$ cat src/rtl/core/sle_pkg.sv
// ----------------------------------------------------------------------------
// sle_pkg
// Shared types and constants of the sorted list engine: command and status
// codes, field widths and the control word broadcast to the cell row.
// ----------------------------------------------------------------------------
package sle_pkg;

    localparam int CMD_W    = 2;
    localparam int DATA_W   = 32;
    localparam int INDEX_W  = 4;
    localparam int STATUS_W = 2;
    localparam int COUNT_W  = 5;

    typedef enum logic [CMD_W-1:0] {
        CMD_INSERT = 2'd0,
        CMD_READ   = 2'd1,
        CMD_REMOVE = 2'd2,
        CMD_CLEAR  = 2'd3
    } cmd_t;

    typedef enum logic [STATUS_W-1:0] {
        ST_OK    = 2'd0,
        ST_MISS  = 2'd1,
        ST_FULL  = 2'd2,
        ST_EMPTY = 2'd3
    } status_t;

    localparam logic signed [DATA_W-1:0] DATA_MISS = 32'hFFFF_FFFF;
    localparam logic signed [DATA_W-1:0] DATA_NONE = 32'h0000_0000;

    // Control word seen by every cell in the same cycle
    typedef struct packed {
        logic                     insert_en;
        logic                     remove_en;
        logic signed [DATA_W-1:0] value;
    } sle_ctrl_t;

endpackage

$ cat src/rtl/core/sle_in_if.sv
// ----------------------------------------------------------------------------
// sle_in_if
// Command channel: valid/ready handshake carrying cmd, value and index.
// ----------------------------------------------------------------------------
interface sle_in_if;
    logic               valid;
    logic               ready;
    logic [1:0]         cmd;
    logic signed [31:0] value;
    logic [3:0]         index;

    modport source (output valid, output cmd, output value, output index, input ready);
    modport sink   (input valid, input cmd, input value, input index, output ready);
endinterface

$ cat src/rtl/core/sle_out_if.sv
// ----------------------------------------------------------------------------
// sle_out_if
// Result channel: valid/ready handshake carrying data, status, count, empty_res.
// ----------------------------------------------------------------------------
interface sle_out_if;
    logic               valid;
    logic               ready;
    logic signed [31:0] data;
    logic [1:0]         status;
    logic [4:0]         count;
    logic               empty_res;

    modport source (output valid, output data, output status, output count,
                    output empty_res, input ready);
    modport sink   (input valid, input data, input status, input count,
                    input empty_res, output ready);
endinterface

$ cat src/rtl/core/sle_cell.sv
// ----------------------------------------------------------------------------
// sle_cell
// One slot of the sorted row. Compares its entry against the broadcast value
// and either keeps it, takes the new value, or takes a neighbor's entry.
// ----------------------------------------------------------------------------
module sle_cell (
    input  logic                              clk,
    input  sle_pkg::sle_ctrl_t                ctrl,
    input  logic                              occupied,
    input  logic                              left_lt,
    input  logic signed [sle_pkg::DATA_W-1:0] left_value,
    input  logic signed [sle_pkg::DATA_W-1:0] right_value,
    output logic signed [sle_pkg::DATA_W-1:0] value,
    output logic                              lt
);
    import sle_pkg::*;

    logic signed [DATA_W-1:0] value_reg;
    logic signed [DATA_W-1:0] value_next;

    // Sorted row: lt is a prefix, so the first cell with lt low is the slot
    assign lt = occupied && (value_reg < ctrl.value);

    always_comb
    begin
        value_next = value_reg;
        if (ctrl.insert_en && !lt)
        begin
            value_next = left_lt ? ctrl.value : left_value;
        end
        else if (ctrl.remove_en)
        begin
            value_next = right_value;
        end
    end

    always_ff @(posedge clk)
    begin
        value_reg <= value_next;
    end

    assign value = value_reg;

endmodule

$ cat src/rtl/core/sorted_list_engine.sv
// ----------------------------------------------------------------------------
// sorted_list_engine
// Priority queue of signed 32-bit values kept in ascending order in a row of
// cells.
// ----------------------------------------------------------------------------
// The engine takes one command per clock cycle and answers each with one
// result, registered and shown the cycle after the command transfer. Every
// cell holds one entry and owns one signed comparator, so an insert, a remove
// of the smallest entry and a clear all take effect at once whatever
// the fill level; a read selects one of the first sixteen cells. A stalled
// result holds off the next command until it is taken. Contents are not
// cleared after reset: only positions below the entry count are ever read.
// ----------------------------------------------------------------------------
module sorted_list_engine #(
    parameter int CAPACITY = 16
) (
    input  logic        clk,
    input  logic        rst_n,
    sle_in_if.sink      in_ch,
    sle_out_if.source   out_ch
);
    import sle_pkg::*;

    localparam int CW       = $clog2(CAPACITY + 1);
    localparam int CMPW     = (CW > INDEX_W) ? CW : INDEX_W;
    localparam int RD_DEPTH = (CAPACITY < (1 << INDEX_W)) ? CAPACITY : (1 << INDEX_W);

    logic [CW-1:0] count_reg;
    logic [CW-1:0] count_next;
    logic          out_valid_reg;

    logic signed [DATA_W-1:0] data_reg;
    logic signed [DATA_W-1:0] data_next;
    status_t                  status_reg;
    status_t                  status_next;
    logic [COUNT_W-1:0]       count_out_reg;
    logic                     empty_reg;

    logic                     accept;
    logic                     full;
    logic                     empty;
    logic                     hit;
    logic signed [DATA_W-1:0] read_value;
    sle_ctrl_t                ctrl;

    logic signed [DATA_W-1:0] cell_value [CAPACITY];
    logic                     cell_lt    [CAPACITY];

    assign in_ch.ready = !out_valid_reg || out_ch.ready;
    assign accept      = in_ch.valid && in_ch.ready;
    assign full        = (count_reg == CW'(CAPACITY));
    assign empty       = (count_reg == '0);
    assign hit         = (CMPW'(in_ch.index) < CMPW'(count_reg));

    // Broadcast to the cell row; only a transfer may change the entries
    always_comb
    begin
        ctrl.insert_en = accept && (cmd_t'(in_ch.cmd) == CMD_INSERT) && !full;
        ctrl.remove_en = accept && (cmd_t'(in_ch.cmd) == CMD_REMOVE) && !empty;
        ctrl.value     = in_ch.value;
    end

    for (genvar i = 0; i < CAPACITY; i++)
    begin : g_cell
        logic                     left_lt;
        logic signed [DATA_W-1:0] left_value;
        logic signed [DATA_W-1:0] right_value;

        if (i == 0)
        begin : g_head
            assign left_lt    = 1'b1;
            assign left_value = in_ch.value;
        end
        else
        begin : g_body
            assign left_lt    = cell_lt[i-1];
            assign left_value = cell_value[i-1];
        end

        if (i == CAPACITY - 1)
        begin : g_tail
            assign right_value = cell_value[i];
        end
        else
        begin : g_mid
            assign right_value = cell_value[i+1];
        end

        sle_cell u_cell (
            .clk         (clk),
            .ctrl        (ctrl),
            .occupied    (CW'(i) < count_reg),
            .left_lt     (left_lt),
            .left_value  (left_value),
            .right_value (right_value),
            .value       (cell_value[i]),
            .lt          (cell_lt[i])
        );
    end

    // Read port over the cells reachable by the index field
    always_comb
    begin
        read_value = DATA_NONE;
        for (int j = 0; j < RD_DEPTH; j++)
        begin
            if (in_ch.index == INDEX_W'(j))
            begin
                read_value = cell_value[j];
            end
        end
    end

    always_comb
    begin
        count_next  = count_reg;
        data_next   = DATA_NONE;
        status_next = ST_OK;
        unique case (cmd_t'(in_ch.cmd))
            CMD_INSERT:
            begin
                if (full)
                begin
                    status_next = ST_FULL;
                end
                else
                begin
                    count_next = count_reg + CW'(1);
                end
            end
            CMD_READ:
            begin
                if (hit)
                begin
                    data_next = read_value;
                end
                else
                begin
                    data_next   = DATA_MISS;
                    status_next = ST_MISS;
                end
            end
            CMD_REMOVE:
            begin
                if (empty)
                begin
                    status_next = ST_EMPTY;
                end
                else
                begin
                    count_next = count_reg - CW'(1);
                end
            end
            CMD_CLEAR:
            begin
                count_next = '0;
            end
            default:
            begin
                count_next = count_reg;
            end
        endcase
    end

    always_ff @(posedge clk or negedge rst_n)
    begin
        if (!rst_n)
        begin
            count_reg     <= '0;
            out_valid_reg <= 1'b0;
        end
        else
        begin
            if (accept)
            begin
                count_reg     <= count_next;
                out_valid_reg <= 1'b1;
            end
            else if (out_ch.ready)
            begin
                out_valid_reg <= 1'b0;
            end
        end
    end

    // Result payload: load on transfer, hold while stalled
    always_ff @(posedge clk)
    begin
        if (accept)
        begin
            data_reg      <= data_next;
            status_reg    <= status_next;
            count_out_reg <= COUNT_W'(count_next);
            empty_reg     <= (count_next == '0);
        end
    end

    assign out_ch.valid     = out_valid_reg;
    assign out_ch.data      = data_reg;
    assign out_ch.status    = status_reg;
    assign out_ch.count     = count_out_reg;
    assign out_ch.empty_res = empty_reg;

`ifndef SYNTH
    a_result_follows: assert property (@(posedge clk) disable iff (!rst_n)
        in_ch.valid && in_ch.ready |=> out_ch.valid)
        else $error("no result after command transfer");

    a_count_bound: assert property (@(posedge clk) disable iff (!rst_n)
        count_reg <= CW'(CAPACITY))
        else $error("entry count above capacity");

    a_full_status: assert property (@(posedge clk) disable iff (!rst_n)
        in_ch.valid && in_ch.ready && (cmd_t'(in_ch.cmd) == CMD_INSERT) && full
        |=> out_ch.status == ST_FULL && $stable(count_reg))
        else $error("insert into full store changed the count");

    a_remove_step: assert property (@(posedge clk) disable iff (!rst_n)
        ctrl.remove_en |=> count_reg == $past(count_reg) - CW'(1))
        else $error("remove did not drop exactly one entry");
`endif

endmodule

$ cat src/flat_wrapper.sv
// flat-port wrapper written by rule: the top's interface ports become plain ports
module sorted_list_engine_flat import sle_pkg::*;
#(
    parameter int CAPACITY = 16
)
  (clk, rst_n, in_ch_valid, in_ch_cmd, in_ch_value, in_ch_index, in_ch_ready, out_ch_valid, out_ch_data, out_ch_status, out_ch_count, out_ch_empty_res, out_ch_ready);
  sle_in_if in_ch_i ();
  sle_out_if out_ch_i ();
  input  logic clk;
  input  logic rst_n;
  input wire logic [$bits(in_ch_i.valid)-1:0] in_ch_valid;
  input wire logic [$bits(in_ch_i.cmd)-1:0] in_ch_cmd;
  input wire logic [$bits(in_ch_i.value)-1:0] in_ch_value;
  input wire logic [$bits(in_ch_i.index)-1:0] in_ch_index;
  output wire logic [$bits(in_ch_i.ready)-1:0] in_ch_ready;
  output wire logic [$bits(out_ch_i.valid)-1:0] out_ch_valid;
  output wire logic [$bits(out_ch_i.data)-1:0] out_ch_data;
  output wire logic [$bits(out_ch_i.status)-1:0] out_ch_status;
  output wire logic [$bits(out_ch_i.count)-1:0] out_ch_count;
  output wire logic [$bits(out_ch_i.empty_res)-1:0] out_ch_empty_res;
  input wire logic [$bits(out_ch_i.ready)-1:0] out_ch_ready;
  assign in_ch_i.valid = in_ch_valid;
  assign in_ch_i.cmd = in_ch_cmd;
  assign in_ch_i.value = in_ch_value;
  assign in_ch_i.index = in_ch_index;
  assign in_ch_ready = in_ch_i.ready;
  assign out_ch_valid = out_ch_i.valid;
  assign out_ch_data = out_ch_i.data;
  assign out_ch_status = out_ch_i.status;
  assign out_ch_count = out_ch_i.count;
  assign out_ch_empty_res = out_ch_i.empty_res;
  assign out_ch_i.ready = out_ch_ready;
  sorted_list_engine #(.CAPACITY(CAPACITY)) u_core (.clk(clk), .rst_n(rst_n), .in_ch(in_ch_i), .out_ch(out_ch_i));
endmodule
$ cat config.mk
export PLATFORM = sky130hd
export DESIGN_NAME = sorted_list_engine_flat
export DESIGN_NICKNAME = d
export VERILOG_FILES = /design/src/rtl/core/sle_pkg.sv /design/src/rtl/core/sle_in_if.sv /design/src/rtl/core/sle_out_if.sv /design/src/rtl/core/sle_cell.sv /design/src/rtl/core/sorted_list_engine.sv /design/src/flat_wrapper.sv
export SDC_FILE = /design/constraint.sdc
export NUM_CORES = 2
export LEC_CHECK = 0
export ABC_AREA = 0
export BUFFER_PORTS_ARGS = -buffer_cell sky130_fd_sc_hd__buf_2
export CAP_MARGIN = 0
export CORE_UTILIZATION = 45
export DETAILED_ROUTE_END_ITERATION = 8
export SLEW_MARGIN = 25
export SYNTH_ARGS = -nofsm -noshare
export SYNTH_HDL_FRONTEND = slang
export SYNTH_HIERARCHICAL = 1
export SYNTH_SLANG_ARGS = --single-unit
$ cat constraint.sdc
create_clock -name clk -period 4.15 [get_ports clk]
set_clock_uncertainty 0.1 [all_clocks]
set_input_delay 0.6225 -clock clk [delete_from_list [all_inputs] [get_ports clk]]
set_output_delay 0.6225 -clock clk [all_outputs]
set_load 0.05 [all_outputs]
==> impl_metrics.csv <==
group,metric,value,unit
power_and_ir_drop,p_sw_share,37.2,%
global_route,grt_overflow,0,
critical_path,r2r_end,"u_core/g_cell[11].u_cell/value[3]",
synthesis,syn_area,47700,um^2
critical_path,crit_type,"reg -> reg",
routing,wl,174000,um
floorplan,die_y,327,um
floorplan,initial_utilization,45.3,%
cts,cts_sinks,558,
timing,hold_viol_final,0,
routing,vias,43000,
power_and_ir_drop,switching_power,8010,uW
synthesis,syn_inst,5040,
place,port_buffers,83,
cts,postCtsSetupRepairBufs,0,
cts,h-tree-depth,3,
power_and_ir_drop,finalPower,21500,uW
finish,largest_register_ffs,512,
synthesis,syn_nets,5584,
hold_path,min_to,"u_core/out_ch.valid",
cts,cts_resized,0,
critical_path,path_max_fanout,32,
critical_path,setup.worst_path.end_class,"register",
place,place_congestion,0.958,
timing,rsz0062_at_grt,"false",
place,place_area,51500,um^2
critical_path,cp_data_required_time,4.40,ns
routing,first_pass_iters,8,
floorplan,dieWidth,327,um
power_and_ir_drop,p_comb_share,35.0,%
cts,numCtsBuffers,73,
global_route,first_global_vias,39900,
finish,drive_above_1_share,11.0,%
power_and_ir_drop,powerDensity,400,nW/um^2
routing,drc,0,
hold_path,hp-class,"in -> reg",
critical_path,r2r_slack,0.39,ns
timing,finalCriticalPeriod,3.76,ns
run_status,status,"complete, no violations",
finish,final_nets,5645,
timing,setup_viol_count_final,0,
finish,final_util,51.3,%
global_route,antenna_found_initial,5,
timing,holdWs,0.103,ns
critical_path,critical_path_arrival,4.01,ns
power_and_ir_drop,p_seq_share,34.6,%
timing,period_share,90.5,%
power_and_ir_drop,p_int,13500,uW
global_route,grt_max_degree,107,
global_route,grt.total_usage,31.7,%
place,hpwl,129000,um
cts,clk_pin_slew_worst_paths,0.06,ns
finish,synthToLayoutAreaGrowth,13.1,%
synthesis,yosysWarnings,6,
global_route,grt_pass1_wl,259000,um
routing,vias_per_cell,6.56,
cts,clock_latency,0.65,ns
hold_path,hp-start,"in_ch_valid",
timing,tightest_slew,1.06,ns
floorplan,rows,119,
synthesis,syn_avg_cell_area,9.46,um^2
routing,drtAntennaViolNets,0,
hold_path,hold_path_depth,2,
floorplan,die_area,107000,um^2
cts,clk_path_buf_depth,3,
flow_run,maxCapViolCount,0,
timing,slew_headroom,28.8,%
floorplan,core_area,105000,um^2
finish,final_area,53900,um^2
cts,cts_tree,"done",
floorplan,ios,84,
cts,cts_root_buf,"clkbuf_16",
timing,slew_violations,0,
routing,wire_per_inst,26.6,um
routing,drt-initial-drc-count,5511,
power_and_ir_drop,p_clk_share,30.4,%
power_and_ir_drop,peakVddDrop,0.000259,V
critical_path,rr_worst_depth,10,
timing,max_freq,266,MHz
critical_path,start_kind,"register",
critical_path,r2r_start,"u_core/g_cell[10].u_cell/value[31]",
power_and_ir_drop,p_leak,0.0220,uW
==> cell usage in the layout, fill, tap and decap left out, types with 27 or more instances in the layout <==
cell type / n
mux4_2: 29
mux2i_1: 578
o21ai_0: 111
buf_12: 97
edfxtp_1: 552
buf_2: 80
nand3_1: 62
a21o_1: 52
a21oi_1: 824
o22ai_1: 38
o221ai_1: 37
nand4_1: 101
nand2b_1: 38
clkbuf_16: 77
nor3_1: 29
nor2_1: 107
nor2b_1: 30
a22o_1: 27
inv_1: 520
a31oi_1: 524
nand2_1: 172
buf_4: 186
ha_1: 502
o21a_1: 39
==> worst max-delay path by stage <==
stage / from / to / cells after the start / slack, ns
2_1_floorplan: u_core/count_reg[0] / u_core/g_cell[0].u_cell/value[0] / 9 / 0.20
3_3_place_gp: in_ch_value[29] / u_core/g_cell[12].u_cell/value[20] / 13 / 0.03
3_5_place_dp: in_ch_value[29] / u_core/g_cell[11].u_cell/value[17] / 13 / -0.04
4_1_cts: u_core/count_reg[1] / u_core/g_cell[2].u_cell/value[20] / 10 / 0.54
5_1_grt: u_core/g_cell[10].u_cell/value[31] / u_core/g_cell[11].u_cell/value[14] / 10 / 0.30
6_report: u_core/g_cell[10].u_cell/value[31] / u_core/g_cell[11].u_cell/value[3] / 10 / 0.39
==> critical path, cell delays in order (launching register included) <==
cell and delay [ns]:
edfxtp_1 0.47, ha_1 0.41, nand4_1 0.28, nor4_1 0.76
and3_1 0.31, a2111o_1 0.20, mux2i_4 0.27, clkinv_1 0.13
buf_12 0.21, mux2i_1 0.18, a31oi_1 0.11
==> routing by layer <==
metal / part of all wire, % / vias to the layer above / GRT usage [%]
li1: - / 19400 / -
met1: 43 / 21100 / 44.9
met2: 44 / 2133 / 47.9
met3: 9.4 / 304 / 5.63
met4: 3.9 / 2 / 12.3
met5: 0.0075 / - / 0
==> final cells by class <==
| type | count | area, um^2 |
|---|---|---|
| Antenna cell | 2 | 5.00 |
| Multi-Input combinational cell | 3562 | 27300 |
| Fill cell | 9745 | 51200 |
| Inverter | 540 | 2030 |
| Sequential cell | 558 | 16700 |
| Clock inverter | 39 | 360 |
| Clock buffer | 95 | 2010 |
| Tap cell | 1391 | 1740 |
| Timing Repair Buffer | 366 | 3770 |
==> what timing repair did <==
item / CTS / global route
hold endpoints to repair: 6 / 0
hold buffers: 1 / 0
endpoints found under the setup margin: 0 / 0
==> per-stage QoR <==
step / std cells / setup slack, ns / TNS, ns
after global routing: 6551 / 0.297 / 0
after detailed placement: 6416 / -0.0351 / -0.0540
after floorplan: 5040 / 0.195 / 0
after CTS: 6551 / 0.537 / 0
after global placement: 6416 / 0.0347 / 0
final: 6553 / 0.393 / 0
==> power by group through the flow <==
| stage | combinational [uW] | clock [uW] | sequential (uW) |
|---|---|---|---|
| after floorplan | 4730 | 0 | 7430 |
| after global placement | 7170 | 0 | 7550 |
| after detailed placement | 7310 | 0 | 7550 |
| after CTS | 7360 | 6620 | 7440 |
| after global routing | 8050 | 6830 | 7490 |
| final | 7540 | 6550 | 7450 |
Power figures use the tool's default switching activity.
